$ cat config.mk
export PLATFORM = sky130hd
export DESIGN_NAME = dcc_packet_bit_transmitter_flat
export DESIGN_NICKNAME = d
export VERILOG_FILES = /design/src/rtl/dcc_pkg.sv /design/src/rtl/dcc_in_if.sv /design/src/rtl/dcc_out_if.sv /design/src/rtl/dcc_cfg_if.sv /design/src/rtl/dcc_front.sv /design/src/rtl/dcc_back.sv /design/src/rtl/dcc_packet_bit_transmitter.sv /design/src/flat_wrapper.sv
export VERILOG_INCLUDE_DIRS = /design/src /design/src/rtl
export SDC_FILE = /design/constraint.sdc
export NUM_CORES = 1
export LEC_CHECK = 0
export BUFFER_PORTS_ARGS = -buffer_cell sky130_fd_sc_hd__clkbuf_2
export CAP_MARGIN = 20
export CELL_PAD_IN_SITES_DETAIL_PLACEMENT = 0
export CELL_PAD_IN_SITES_GLOBAL_PLACEMENT = 2
export CORE_ASPECT_RATIO = 0.75
export CORE_UTILIZATION = 47
export DETAILED_ROUTE_END_ITERATION = 12
export HOLD_SLACK_MARGIN = 0.15
export PLACE_DENSITY = 0.88
export SETUP_SLACK_MARGIN = 0.5
export SKIP_CTS_REPAIR_TIMING = 1
export SLEW_MARGIN = 5
export SYNTH_ARGS = -nofsm -noshare
export SYNTH_HDL_FRONTEND = slang
export SYNTH_SLANG_ARGS = --single-unit
$ cat constraint.sdc
create_clock -name clk -period 9.32 [get_ports clk]
set_clock_uncertainty 0.05 [all_clocks]
set_input_delay 0.932 -clock clk [delete_from_list [all_inputs] [get_ports clk]]
set_output_delay 0.932 -clock clk [all_outputs]
set_load 0.01 [all_outputs]
$ cat src/rtl/dcc_packet_bit_transmitter_defines.svh
// Assertion helpers used by dcc_back.
`ifndef DCC_PACKET_BIT_TRANSMITTER_DEFINES_SVH
`define DCC_PACKET_BIT_TRANSMITTER_DEFINES_SVH

// The consequent must hold in the same cycle as the antecedent.
`define DCC_ASSERT_NOW(label, clk, rst_n, ante, cons, msg) \
  label: assert property (@(posedge clk) disable iff (!rst_n) (ante) |-> (cons)) \
    else $error(msg);

// The consequent must hold in the cycle after the antecedent.
`define DCC_ASSERT_NEXT(label, clk, rst_n, ante, cons, msg) \
  label: assert property (@(posedge clk) disable iff (!rst_n) (ante) |=> (cons)) \
    else $error(msg);

`endif

$ cat src/rtl/dcc_pkg.sv
package dcc_pkg;

  localparam int DEF_MAX_PACKET_BYTES = 8;
  localparam int DEF_TICK_COUNT_BITS  = 16;

  localparam int PRE_W      = 5;
  localparam int HALF_W     = 16;
  localparam int BYTE_W     = 8;
  localparam int INDEX_W    = 3;
  localparam int COUNT_W    = 4;
  localparam int CFG_IDX_W  = 2;
  localparam int CFG_DATA_W = 16;

  localparam int QUEUE_DEPTH = 4;

  localparam logic [CFG_IDX_W-1:0] CFG_PREAMBLE_BITS   = 2'd0;
  localparam logic [CFG_IDX_W-1:0] CFG_ONE_HALF_TICKS  = 2'd1;
  localparam logic [CFG_IDX_W-1:0] CFG_ZERO_HALF_TICKS = 2'd2;

  localparam logic [PRE_W-1:0]  RST_PREAMBLE_BITS   = 5'd16;
  localparam logic [HALF_W-1:0] RST_ONE_HALF_TICKS  = 16'd58;
  localparam logic [HALF_W-1:0] RST_ZERO_HALF_TICKS = 16'd100;

  localparam logic [BYTE_W-1:0] IDLE_FILL_BYTE = 8'hFF;
  localparam int                IDLE_COUNT     = 3;

  typedef struct packed {
    logic                is_load;
    logic                idx_ok;
    logic [BYTE_W-1:0]   byte_value;
    logic [INDEX_W-1:0]  byte_index;
    logic                packet_done;
    logic [COUNT_W-1:0]  byte_count;
  } dcc_cmd_t;

endpackage

$ cat src/rtl/dcc_in_if.sv
interface dcc_in_if import dcc_pkg::*; ();
  logic               valid;
  logic               ready;
  logic               func;
  logic [BYTE_W-1:0]  byte_value;
  logic [INDEX_W-1:0] byte_index;
  logic               packet_done;
  logic [COUNT_W-1:0] byte_count;

  modport source (
    output valid, func, byte_value, byte_index, packet_done, byte_count,
    input  ready
  );
  modport sink (
    input  valid, func, byte_value, byte_index, packet_done, byte_count,
    output ready
  );
endinterface

$ cat src/rtl/dcc_out_if.sv
interface dcc_out_if ();
  logic valid;
  logic ready;
  logic line_level;
  logic bit_start;
  logic packet_start;

  modport source (output valid, line_level, bit_start, packet_start, input ready);
  modport sink (input valid, line_level, bit_start, packet_start, output ready);
endinterface

$ cat src/rtl/dcc_cfg_if.sv
interface dcc_cfg_if import dcc_pkg::*; ();
  logic                  valid;
  logic                  ready;
  logic [CFG_IDX_W-1:0]  index;
  logic [CFG_DATA_W-1:0] data;

  modport source (output valid, index, data, input ready);
  modport sink (input valid, index, data, output ready);
endinterface

$ cat src/rtl/dcc_front.sv
module dcc_front import dcc_pkg::*; #(
  parameter int MAX_PACKET_BYTES = DEF_MAX_PACKET_BYTES
) (
  input  logic      clk,
  input  logic      rst_n,
  dcc_in_if.sink    in_ch,
  output logic      q_valid,
  output dcc_cmd_t  q_cmd,
  input  logic      q_pop
);

  localparam int PTR_W = $clog2(QUEUE_DEPTH);
  localparam int CNT_W = $clog2(QUEUE_DEPTH + 1);

  dcc_cmd_t         queue_r [QUEUE_DEPTH];
  logic [PTR_W-1:0] wr_ptr_r, wr_ptr_nxt;
  logic [PTR_W-1:0] rd_ptr_r, rd_ptr_nxt;
  logic [CNT_W-1:0] fill_r, fill_nxt;
  logic             push;
  dcc_cmd_t         cmd;

  assign in_ch.ready = (fill_r != CNT_W'(QUEUE_DEPTH));
  assign push        = in_ch.valid && in_ch.ready;

  always_comb begin
    cmd.is_load     = in_ch.func;
    cmd.idx_ok      = (32'(in_ch.byte_index) < MAX_PACKET_BYTES);
    cmd.byte_value  = in_ch.byte_value;
    cmd.byte_index  = in_ch.byte_index;
    cmd.packet_done = in_ch.packet_done;
    cmd.byte_count  = in_ch.byte_count;
  end

  always_comb begin
    wr_ptr_nxt = push ? wr_ptr_r + PTR_W'(1) : wr_ptr_r;
    rd_ptr_nxt = q_pop ? rd_ptr_r + PTR_W'(1) : rd_ptr_r;
    fill_nxt   = fill_r;
    if (push && !q_pop) begin
      fill_nxt = fill_r + CNT_W'(1);
    end else if (!push && q_pop) begin
      fill_nxt = fill_r - CNT_W'(1);
    end
  end

  always_ff @(posedge clk) begin
    if (!rst_n) begin
      wr_ptr_r <= '0;
      rd_ptr_r <= '0;
      fill_r   <= '0;
    end else begin
      wr_ptr_r <= wr_ptr_nxt;
      rd_ptr_r <= rd_ptr_nxt;
      fill_r   <= fill_nxt;
    end
  end

  always_ff @(posedge clk) begin
    if (push) begin
      queue_r[wr_ptr_r] <= cmd;
    end
  end

  assign q_valid = (fill_r != '0);
  assign q_cmd   = queue_r[rd_ptr_r];

endmodule

$ cat src/rtl/dcc_back.sv
`include "dcc_packet_bit_transmitter_defines.svh"

module dcc_back import dcc_pkg::*; #(
  parameter int MAX_PACKET_BYTES = DEF_MAX_PACKET_BYTES,
  parameter int TICK_COUNT_BITS  = DEF_TICK_COUNT_BITS
) (
  input  logic      clk,
  input  logic      rst_n,
  input  logic      q_valid,
  input  dcc_cmd_t  q_cmd,
  output logic      q_pop,
  dcc_cfg_if.sink   cfg_ch,
  dcc_out_if.source out_ch
);

  localparam int IW = $clog2(MAX_PACKET_BYTES);
  localparam int PW = $clog2(MAX_PACKET_BYTES + 1);
  localparam int CW = ((TICK_COUNT_BITS > HALF_W) ? TICK_COUNT_BITS : HALF_W) + 1;

  localparam logic [2:0] PH_PREAMBLE = 3'd0;
  localparam logic [2:0] PH_START    = 3'd1;
  localparam logic [2:0] PH_DATA     = 3'd2;
  localparam logic [2:0] PH_SEP      = 3'd3;
  localparam logic [2:0] PH_END      = 3'd4;

  logic [PRE_W-1:0]  preamble_bits_r;
  logic [HALF_W-1:0] one_half_r;
  logic [HALF_W-1:0] zero_half_r;

  logic [BYTE_W-1:0] act_bytes_r  [MAX_PACKET_BYTES];
  logic [BYTE_W-1:0] pend_bytes_r [MAX_PACKET_BYTES];
  logic [PW-1:0]     act_count_r, act_count_nxt;
  logic [PW-1:0]     pend_count_r, pend_count_nxt;
  logic              swap_armed_r, swap_armed_nxt;

  logic [2:0]                 phase_r, phase_nxt;
  logic [PRE_W-1:0]           pre_cnt_r, pre_cnt_nxt;
  logic [PW-1:0]              byte_ptr_r, byte_ptr_nxt;
  logic [2:0]                 bit_ptr_r, bit_ptr_nxt;
  logic                       second_half_r, second_half_nxt;
  logic [TICK_COUNT_BITS-1:0] tick_cnt_r, tick_cnt_nxt;

  logic out_valid_r, out_valid_nxt;
  logic out_line_r;
  logic out_bit_start_r;
  logic out_pkt_start_r;

  logic              slot_free;
  logic              do_tick;
  logic              do_load;
  logic              cur_bit;
  logic [HALF_W-1:0] half_sel;
  logic [CW-1:0]     half_eff;
  logic [CW-1:0]     span;
  logic [CW-1:0]     tick_inc;
  logic              half_done;
  logic              bit_done;
  logic              swap_do;
  logic [PW-1:0]     count_eff;
  logic [PW-1:0]     byte_inc;
  logic              first_tick;
  logic [PW-1:0]     load_count;

  assign slot_free = !out_valid_r || out_ch.ready;
  assign q_pop     = q_valid && (q_cmd.is_load || slot_free);
  assign do_tick   = q_pop && !q_cmd.is_load;
  assign do_load   = q_pop && q_cmd.is_load;

  assign count_eff = (act_count_r == '0) ? PW'(1) : act_count_r;
  assign byte_inc  = byte_ptr_r + PW'(1);

  always_comb begin
    cur_bit = 1'b1;
    case (phase_r)
      PH_START, PH_SEP: begin
        cur_bit = 1'b0;
      end
      PH_DATA: begin
        if (32'(byte_ptr_r) < MAX_PACKET_BYTES) begin
          cur_bit = act_bytes_r[byte_ptr_r[IW-1:0]][bit_ptr_r];
        end else begin
          cur_bit = 1'b0;
        end
      end
      default: begin
        cur_bit = 1'b1;
      end
    endcase
  end

  always_comb begin
    half_sel = cur_bit ? one_half_r : zero_half_r;
    span     = CW'(1) << TICK_COUNT_BITS;
    half_eff = (half_sel == '0) ? CW'(1) : CW'(half_sel);
    if (half_eff > span) begin
      half_eff = span;
    end
    tick_inc  = CW'(tick_cnt_r) + CW'(1);
    half_done = (tick_inc >= half_eff);
  end

  assign bit_done   = do_tick && half_done && second_half_r;
  assign swap_do    = bit_done && (phase_r == PH_START) && swap_armed_r;
  assign first_tick = !second_half_r && (tick_cnt_r == '0);
  assign load_count = (32'(q_cmd.byte_count) > MAX_PACKET_BYTES) ?
                      PW'(MAX_PACKET_BYTES) : PW'(q_cmd.byte_count);

  always_comb begin
    phase_nxt       = phase_r;
    pre_cnt_nxt     = pre_cnt_r;
    byte_ptr_nxt    = byte_ptr_r;
    bit_ptr_nxt     = bit_ptr_r;
    second_half_nxt = second_half_r;
    tick_cnt_nxt    = tick_cnt_r;
    if (do_tick) begin
      if (half_done) begin
        tick_cnt_nxt    = '0;
        second_half_nxt = !second_half_r;
        if (second_half_r) begin
          case (phase_r)
            PH_PREAMBLE: begin
              pre_cnt_nxt = pre_cnt_r + PRE_W'(1);
              if (pre_cnt_nxt == '0 || pre_cnt_nxt >= preamble_bits_r) begin
                phase_nxt = PH_START;
              end
            end
            PH_START: begin
              phase_nxt    = PH_DATA;
              byte_ptr_nxt = '0;
              bit_ptr_nxt  = 3'd7;
            end
            PH_DATA: begin
              if (bit_ptr_r == 3'd0) begin
                byte_ptr_nxt = byte_inc;
                phase_nxt    = (byte_inc >= count_eff) ? PH_END : PH_SEP;
              end else begin
                bit_ptr_nxt = bit_ptr_r - 3'd1;
              end
            end
            PH_SEP: begin
              phase_nxt   = PH_DATA;
              bit_ptr_nxt = 3'd7;
            end
            default: begin
              phase_nxt    = PH_PREAMBLE;
              pre_cnt_nxt  = '0;
              byte_ptr_nxt = '0;
              bit_ptr_nxt  = 3'd7;
            end
          endcase
        end
      end else begin
        tick_cnt_nxt = tick_inc[TICK_COUNT_BITS-1:0];
      end
    end
  end

  always_comb begin
    swap_armed_nxt = swap_armed_r;
    pend_count_nxt = pend_count_r;
    act_count_nxt  = act_count_r;
    if (do_load && q_cmd.packet_done) begin
      swap_armed_nxt = 1'b1;
      pend_count_nxt = load_count;
    end else if (swap_do) begin
      swap_armed_nxt = 1'b0;
      act_count_nxt  = pend_count_r;
    end
  end

  always_comb begin
    out_valid_nxt = out_valid_r;
    if (do_tick) begin
      out_valid_nxt = 1'b1;
    end else if (out_ch.ready) begin
      out_valid_nxt = 1'b0;
    end
  end

  always_ff @(posedge clk) begin
    if (!rst_n) begin
      preamble_bits_r <= RST_PREAMBLE_BITS;
      one_half_r      <= RST_ONE_HALF_TICKS;
      zero_half_r     <= RST_ZERO_HALF_TICKS;
    end else if (cfg_ch.valid) begin
      case (cfg_ch.index)
        CFG_PREAMBLE_BITS: begin
          preamble_bits_r <= cfg_ch.data[PRE_W-1:0];
        end
        CFG_ONE_HALF_TICKS: begin
          one_half_r <= cfg_ch.data[HALF_W-1:0];
        end
        CFG_ZERO_HALF_TICKS: begin
          zero_half_r <= cfg_ch.data[HALF_W-1:0];
        end
        default: begin
        end
      endcase
    end
  end

  assign cfg_ch.ready = 1'b1;

  always_ff @(posedge clk) begin
    if (!rst_n) begin
      phase_r       <= PH_PREAMBLE;
      pre_cnt_r     <= '0;
      byte_ptr_r    <= '0;
      bit_ptr_r     <= 3'd7;
      second_half_r <= 1'b0;
      tick_cnt_r    <= '0;
      act_count_r   <= PW'(IDLE_COUNT);
      pend_count_r  <= '0;
      swap_armed_r  <= 1'b0;
      out_valid_r   <= 1'b0;
    end else begin
      phase_r       <= phase_nxt;
      pre_cnt_r     <= pre_cnt_nxt;
      byte_ptr_r    <= byte_ptr_nxt;
      bit_ptr_r     <= bit_ptr_nxt;
      second_half_r <= second_half_nxt;
      tick_cnt_r    <= tick_cnt_nxt;
      act_count_r   <= act_count_nxt;
      pend_count_r  <= pend_count_nxt;
      swap_armed_r  <= swap_armed_nxt;
      out_valid_r   <= out_valid_nxt;
    end
  end

  always_ff @(posedge clk) begin
    if (!rst_n) begin
      for (int i = 0; i < MAX_PACKET_BYTES; i++) begin
        act_bytes_r[i] <= (i == 0 || i == 2) ? IDLE_FILL_BYTE : '0;
      end
    end else if (swap_do) begin
      for (int i = 0; i < MAX_PACKET_BYTES; i++) begin
        act_bytes_r[i] <= pend_bytes_r[i];
      end
    end
  end

  always_ff @(posedge clk) begin
    if (do_load && q_cmd.idx_ok) begin
      pend_bytes_r[IW'(q_cmd.byte_index)] <= q_cmd.byte_value;
    end
  end

  always_ff @(posedge clk) begin
    if (do_tick) begin
      out_line_r      <= !second_half_r;
      out_bit_start_r <= first_tick;
      out_pkt_start_r <= first_tick && (phase_r == PH_PREAMBLE) && (pre_cnt_r == '0);
    end
  end

  assign out_ch.valid        = out_valid_r;
  assign out_ch.line_level   = out_line_r;
  assign out_ch.bit_start    = out_bit_start_r;
  assign out_ch.packet_start = out_pkt_start_r;

  `DCC_ASSERT_NEXT(a_load_makes_no_word, clk, rst_n, do_load && !out_valid_r, !out_valid_r, "A load word produced a result.")
  `DCC_ASSERT_NEXT(a_swap_takes_pending, clk, rst_n, swap_do, !swap_armed_r && act_count_r == $past(pend_count_r), "Packet swap did not complete.")
  `DCC_ASSERT_NOW(a_ptr_in_packet, clk, rst_n, phase_r == PH_DATA, byte_ptr_r < count_eff, "Byte pointer ran past the packet.")

endmodule

$ cat src/rtl/dcc_packet_bit_transmitter.sv
// Repeats a DCC track packet on one line: a preamble of one-bits, a zero start bit, each
// byte MSB first with zero separators, and a one end bit. Each tick word yields one result
// word carrying the line level for that tick, and each load word fills the pending packet
// and yields nothing. The block takes one word per clock while its queue has room; each
// word reaches the packet engine through a four-entry queue; results leave a register.
// The engine retires one queued word per cycle, a tick word only while that register is
// free. Write configuration only while the block is idle; the block does not enforce it.
module dcc_packet_bit_transmitter import dcc_pkg::*; #(
  parameter int MAX_PACKET_BYTES = DEF_MAX_PACKET_BYTES,
  parameter int TICK_COUNT_BITS  = DEF_TICK_COUNT_BITS
) (
  input  logic      clk,
  input  logic      rst_n,
  dcc_in_if.sink    in_ch,
  dcc_out_if.source out_ch,
  dcc_cfg_if.sink   cfg_ch
);

  logic     q_valid;
  dcc_cmd_t q_cmd;
  logic     q_pop;

  dcc_front #(
    .MAX_PACKET_BYTES(MAX_PACKET_BYTES)
  ) u_front (
    .clk     (clk),
    .rst_n   (rst_n),
    .in_ch   (in_ch),
    .q_valid (q_valid),
    .q_cmd   (q_cmd),
    .q_pop   (q_pop)
  );

  dcc_back #(
    .MAX_PACKET_BYTES(MAX_PACKET_BYTES),
    .TICK_COUNT_BITS (TICK_COUNT_BITS)
  ) u_back (
    .clk     (clk),
    .rst_n   (rst_n),
    .q_valid (q_valid),
    .q_cmd   (q_cmd),
    .q_pop   (q_pop),
    .cfg_ch  (cfg_ch),
    .out_ch  (out_ch)
  );

endmodule

$ cat src/flat_wrapper.sv
// flat-port wrapper written by rule: the top's interface ports become plain ports
module dcc_packet_bit_transmitter_flat import dcc_pkg::*;
#(
  parameter int MAX_PACKET_BYTES = DEF_MAX_PACKET_BYTES,
  parameter int TICK_COUNT_BITS  = DEF_TICK_COUNT_BITS
)
  (clk, rst_n, in_ch_valid, in_ch_func, in_ch_byte_value, in_ch_byte_index, in_ch_packet_done, in_ch_byte_count, in_ch_ready, out_ch_valid, out_ch_line_level, out_ch_bit_start, out_ch_packet_start, out_ch_ready, cfg_ch_valid, cfg_ch_index, cfg_ch_data, cfg_ch_ready);
  dcc_in_if in_ch_i ();
  dcc_out_if out_ch_i ();
  dcc_cfg_if cfg_ch_i ();
  input  logic clk;
  input  logic rst_n;
  input wire logic [$bits(in_ch_i.valid)-1:0] in_ch_valid;
  input wire logic [$bits(in_ch_i.func)-1:0] in_ch_func;
  input wire logic [$bits(in_ch_i.byte_value)-1:0] in_ch_byte_value;
  input wire logic [$bits(in_ch_i.byte_index)-1:0] in_ch_byte_index;
  input wire logic [$bits(in_ch_i.packet_done)-1:0] in_ch_packet_done;
  input wire logic [$bits(in_ch_i.byte_count)-1:0] in_ch_byte_count;
  output wire logic [$bits(in_ch_i.ready)-1:0] in_ch_ready;
  output wire logic [$bits(out_ch_i.valid)-1:0] out_ch_valid;
  output wire logic [$bits(out_ch_i.line_level)-1:0] out_ch_line_level;
  output wire logic [$bits(out_ch_i.bit_start)-1:0] out_ch_bit_start;
  output wire logic [$bits(out_ch_i.packet_start)-1:0] out_ch_packet_start;
  input wire logic [$bits(out_ch_i.ready)-1:0] out_ch_ready;
  input wire logic [$bits(cfg_ch_i.valid)-1:0] cfg_ch_valid;
  input wire logic [$bits(cfg_ch_i.index)-1:0] cfg_ch_index;
  input wire logic [$bits(cfg_ch_i.data)-1:0] cfg_ch_data;
  output wire logic [$bits(cfg_ch_i.ready)-1:0] cfg_ch_ready;
  assign in_ch_i.valid = in_ch_valid;
  assign in_ch_i.func = in_ch_func;
  assign in_ch_i.byte_value = in_ch_byte_value;
  assign in_ch_i.byte_index = in_ch_byte_index;
  assign in_ch_i.packet_done = in_ch_packet_done;
  assign in_ch_i.byte_count = in_ch_byte_count;
  assign in_ch_ready = in_ch_i.ready;
  assign out_ch_valid = out_ch_i.valid;
  assign out_ch_line_level = out_ch_i.line_level;
  assign out_ch_bit_start = out_ch_i.bit_start;
  assign out_ch_packet_start = out_ch_i.packet_start;
  assign out_ch_i.ready = out_ch_ready;
  assign cfg_ch_i.valid = cfg_ch_valid;
  assign cfg_ch_i.index = cfg_ch_index;
  assign cfg_ch_i.data = cfg_ch_data;
  assign cfg_ch_ready = cfg_ch_i.ready;
  dcc_packet_bit_transmitter #(.MAX_PACKET_BYTES(MAX_PACKET_BYTES), .TICK_COUNT_BITS(TICK_COUNT_BITS)) u_core (.clk(clk), .rst_n(rst_n), .in_ch(in_ch_i), .out_ch(out_ch_i), .cfg_ch(cfg_ch_i));
endmodule
==> metrics.txt <==
RR Endpoint=u_core.u_back.act_bytes_r[2][0]$_SDFFCE_PN1P_; clk buf depth=3; Setup CP Type=flip-flop to flip-flop; ant diodes=0; synth cell count leaders=edfxtp_1, nand2_1, dfxtp_1; RSZ-0062 raised after global routing=false; share of cells above drive strength 1=0.148; Die X=190 um; worst min path class=flip-flop to flip-flop; area of the core=26000 um^2; TNS Setup=0 ns; required time worst endpoint=9.44 ns; synth unique cells=64; synth warn=0; Final setup viols=0; sequential area share after synthesis=0.627; Clock power frac=0.361; Final ANT Viol Nets=0; Tmin final=5.81 ns; Post-synth EDFFs=199; full die area=27100 um^2; clock tree from TritonCTS=yes; post-synthesis cell area=12400 um^2; DRC=0; largest net degree at the start of global routing=65; Post-synth ARST share=0; FILL cells=2118; Crit Path Max Fanout=64; pwr dens=226 nW/um^2; mean area per synthesized cell=13.1 um^2; Syn Inst Count=947; reg2reg setup slack=3.51 ns; Port-buffer cells=44; Net Sw Power=0.792 mW; number of vias per cell=5.38; P_int=2.33 mW; Hold WS=0.414 ns; Reg area=7800 um^2; 1st-iter DRT viols=521; worst slew pin tran=0.994 ns; Startpoint Class=flip-flop; worst vdd ir=175 uV; top cells by area, synth=edfxtp_1, dfxtp_1, mux4_2; initial antenna violation count=0; fmax=0.172 GHz; Slew Viols, Final=0; Max-Cap Viols=0; # clock sinks=290; crit end category=flip-flop; H-tree Lvls=1; global-route wire length before repair=38900 um; Clk Latency, worst-skew pair=0.55 ns; ys flop type=edfxtp_1; area grow syn2layout=11.1%; GR Overflow Total=0; Worst Path Arrival=5.93 ns; Logic pwr share=0.132; share of the clock period used by the worst path=0.623; post-synth top area cell=edfxtp_1; dominant cell by count in the synthesized netlist=edfxtp_1; fin nets=1058; vias in the first global route=6639; drt total wl=24900 um; Rel. slew slack=0.335; Ports=46; multi-input logic area=4270 um^2; syn_nets=1025; Pre-Repair DR Iteration Count=5; initial core utilization=0.479; # rows=51; post-synth top area share=0.481; design area=13800 um^2; Die Ht=143 um; Worst Setup EP=u_core.u_back.act_bytes_r[2][0]$_SDFFCE_PN1P_; GPL Wtd Cong=0.791; DP HPWL=16800 um; root buffer cell=clkbuf_16; Avg WL per Cell=18.5 um; register bit total from synthesis=290; via count=7241; Switching Share=0.253; Final Hold Fails=0; Post-DP Area=12900 um^2; R2R depth=17; gr usage total=0.186; CTS clk-pin slew, worst paths=0.06 ns; static leakage=4.96 nW; Flop pwr share=0.507; status=finished, final reports clean; cts bufs inserted=28
-- registers in the layout, indices dropped and copies added (netlist names), 5 cells and up, named ones only --
register and flops:
u_core.u_back.act_bytes_r 64, u_core.u_back.one_half_r 16, u_core.u_back.pend_bytes_r 64, u_core.u_back.pre_cnt_r 5, u_core.u_back.preamble_bits_r 5, u_core.u_back.tick_cnt_r 16, u_core.u_back.zero_half_r 16, u_core.u_front.queue_r 68
-- kinds of logic after synthesis --
logic type	share of synthesized area
AO/OA/AOI/OAI	0.0665
XOR/XNOR	0.0169
adder cells (fa/ha/maj)	0.0389
buffers and inverters	0.0292
flip-flops	0.627
multiplexers	0.0892
other	0.000302
AND/OR/NAND/NOR	0.132
-- through the flow --
| stage | total power [mW] | setup slack, ns | utilization | cells |
|---|---|---|---|---|
| 6_report | 3.13 | 3.51 | 0.532 | 1346 |
| 3_3_place_gp | 2.02 | 3.67 | 0.496 | 1292 |
| 3_5_place_dp | 2.02 | 3.50 | 0.496 | 1292 |
| 4_1_cts | 3.15 | 3.49 | 0.531 | 1344 |
| 5_1_grt | 3.25 | 3.08 | 0.532 | 1346 |
| 2_1_floorplan | 1.89 | 3.45 | - | 947 |
-- power groups by stage --
| stage | logic, mW | registers [mW] | clock network (mW) |
|---|---|---|---|
| finish | 0.413 | 1.58 | 1.13 |
| global route | 0.456 | 1.59 | 1.20 |
| CTS | 0.414 | 1.58 | 1.15 |
| detailed placement | 0.412 | 1.61 | 0 |
| global placement | 0.408 | 1.61 | 0 |
| floorplan | 0.301 | 1.59 | 0 |
-- routing by layer --
metal | vias up | global-route usage | share of wire
met5 | - | 0 | 0
met4 | 0 | 0.0382 | 0.016
met3 | 30 | 0.0342 | 0.060
met2 | 170 | 0.240 | 0.39
met1 | 3508 | 0.314 | 0.54
li1 | 3533 | - | -
-- placed cells by master (no fill, tap or decap), drive strengths merged, types with 28 or more instances in the layout --
| master | count |
|---|---|
| edfxtp | 199 |
| nand2 | 115 |
| dfxtp | 91 |
| clkbuf | 85 |
| and2 | 53 |
| a21oi | 51 |
| nor2 | 46 |
| ha | 37 |
| mux4 | 34 |
| nand3 | 32 |
| mux2i | 32 |
| inv | 28 |
-- area by class of cell --
type	instances	share of cell area
clock buffer	41	0.0572
clock inverter	11	0.00942
inverter	28	0.00797
multi-input combinational	580	0.309
sequential	290	0.564
tap	344	0.0312
timing repair buffer	52	0.0204
-- worst max-delay path, stage by stage (launching register included) --
cell and delay, ns:
dfxtp_1 0.96, mux4_2 0.61, mux2i_1 0.14, nor2_1 0.06, o31a_1 0.26, a311oi_2 0.36, o41ai_4 0.14, buf_4 0.24
mux2i_1 0.15, ha_1 0.30, nand2_1 0.06, o21a_1 0.18, nor3_1 0.12, o21ai_0 0.26, a211oi_4 0.47, and2_1 0.26
nand2b_2 0.13, buf_4 0.62
-- worst min path at each step --
| stage | startpoint | end | slack [ns] | cells past startpoint |
|---|---|---|---|---|
| after detailed placement | u_core.u_back.pend_count_r[1]$_SDFFE_PN0P_ | u_core.u_back.pend_count_r[1]$_SDFFE_PN0P_ | 0.41 | 2 |
| after floorplan | u_core.u_back.pend_count_r[1]$_SDFFE_PN0P_ | u_core.u_back.pend_count_r[1]$_SDFFE_PN0P_ | 0.38 | 2 |
| after global routing | u_core.u_back.pend_count_r[1]$_SDFFE_PN0P_ | u_core.u_back.pend_count_r[1]$_SDFFE_PN0P_ | 0.44 | 2 |
| after CTS | u_core.u_back.pend_count_r[1]$_SDFFE_PN0P_ | u_core.u_back.pend_count_r[1]$_SDFFE_PN0P_ | 0.41 | 2 |
| after global placement | u_core.u_back.pend_count_r[2]$_SDFFE_PN0P_ | u_core.u_back.pend_count_r[2]$_SDFFE_PN0P_ | 0.40 | 2 |
| final | u_core.u_back.pend_count_r[1]$_SDFFE_PN0P_ | u_core.u_back.pend_count_r[1]$_SDFFE_PN0P_ | 0.41 | 2 |
(Power assumes the default switching activity.)
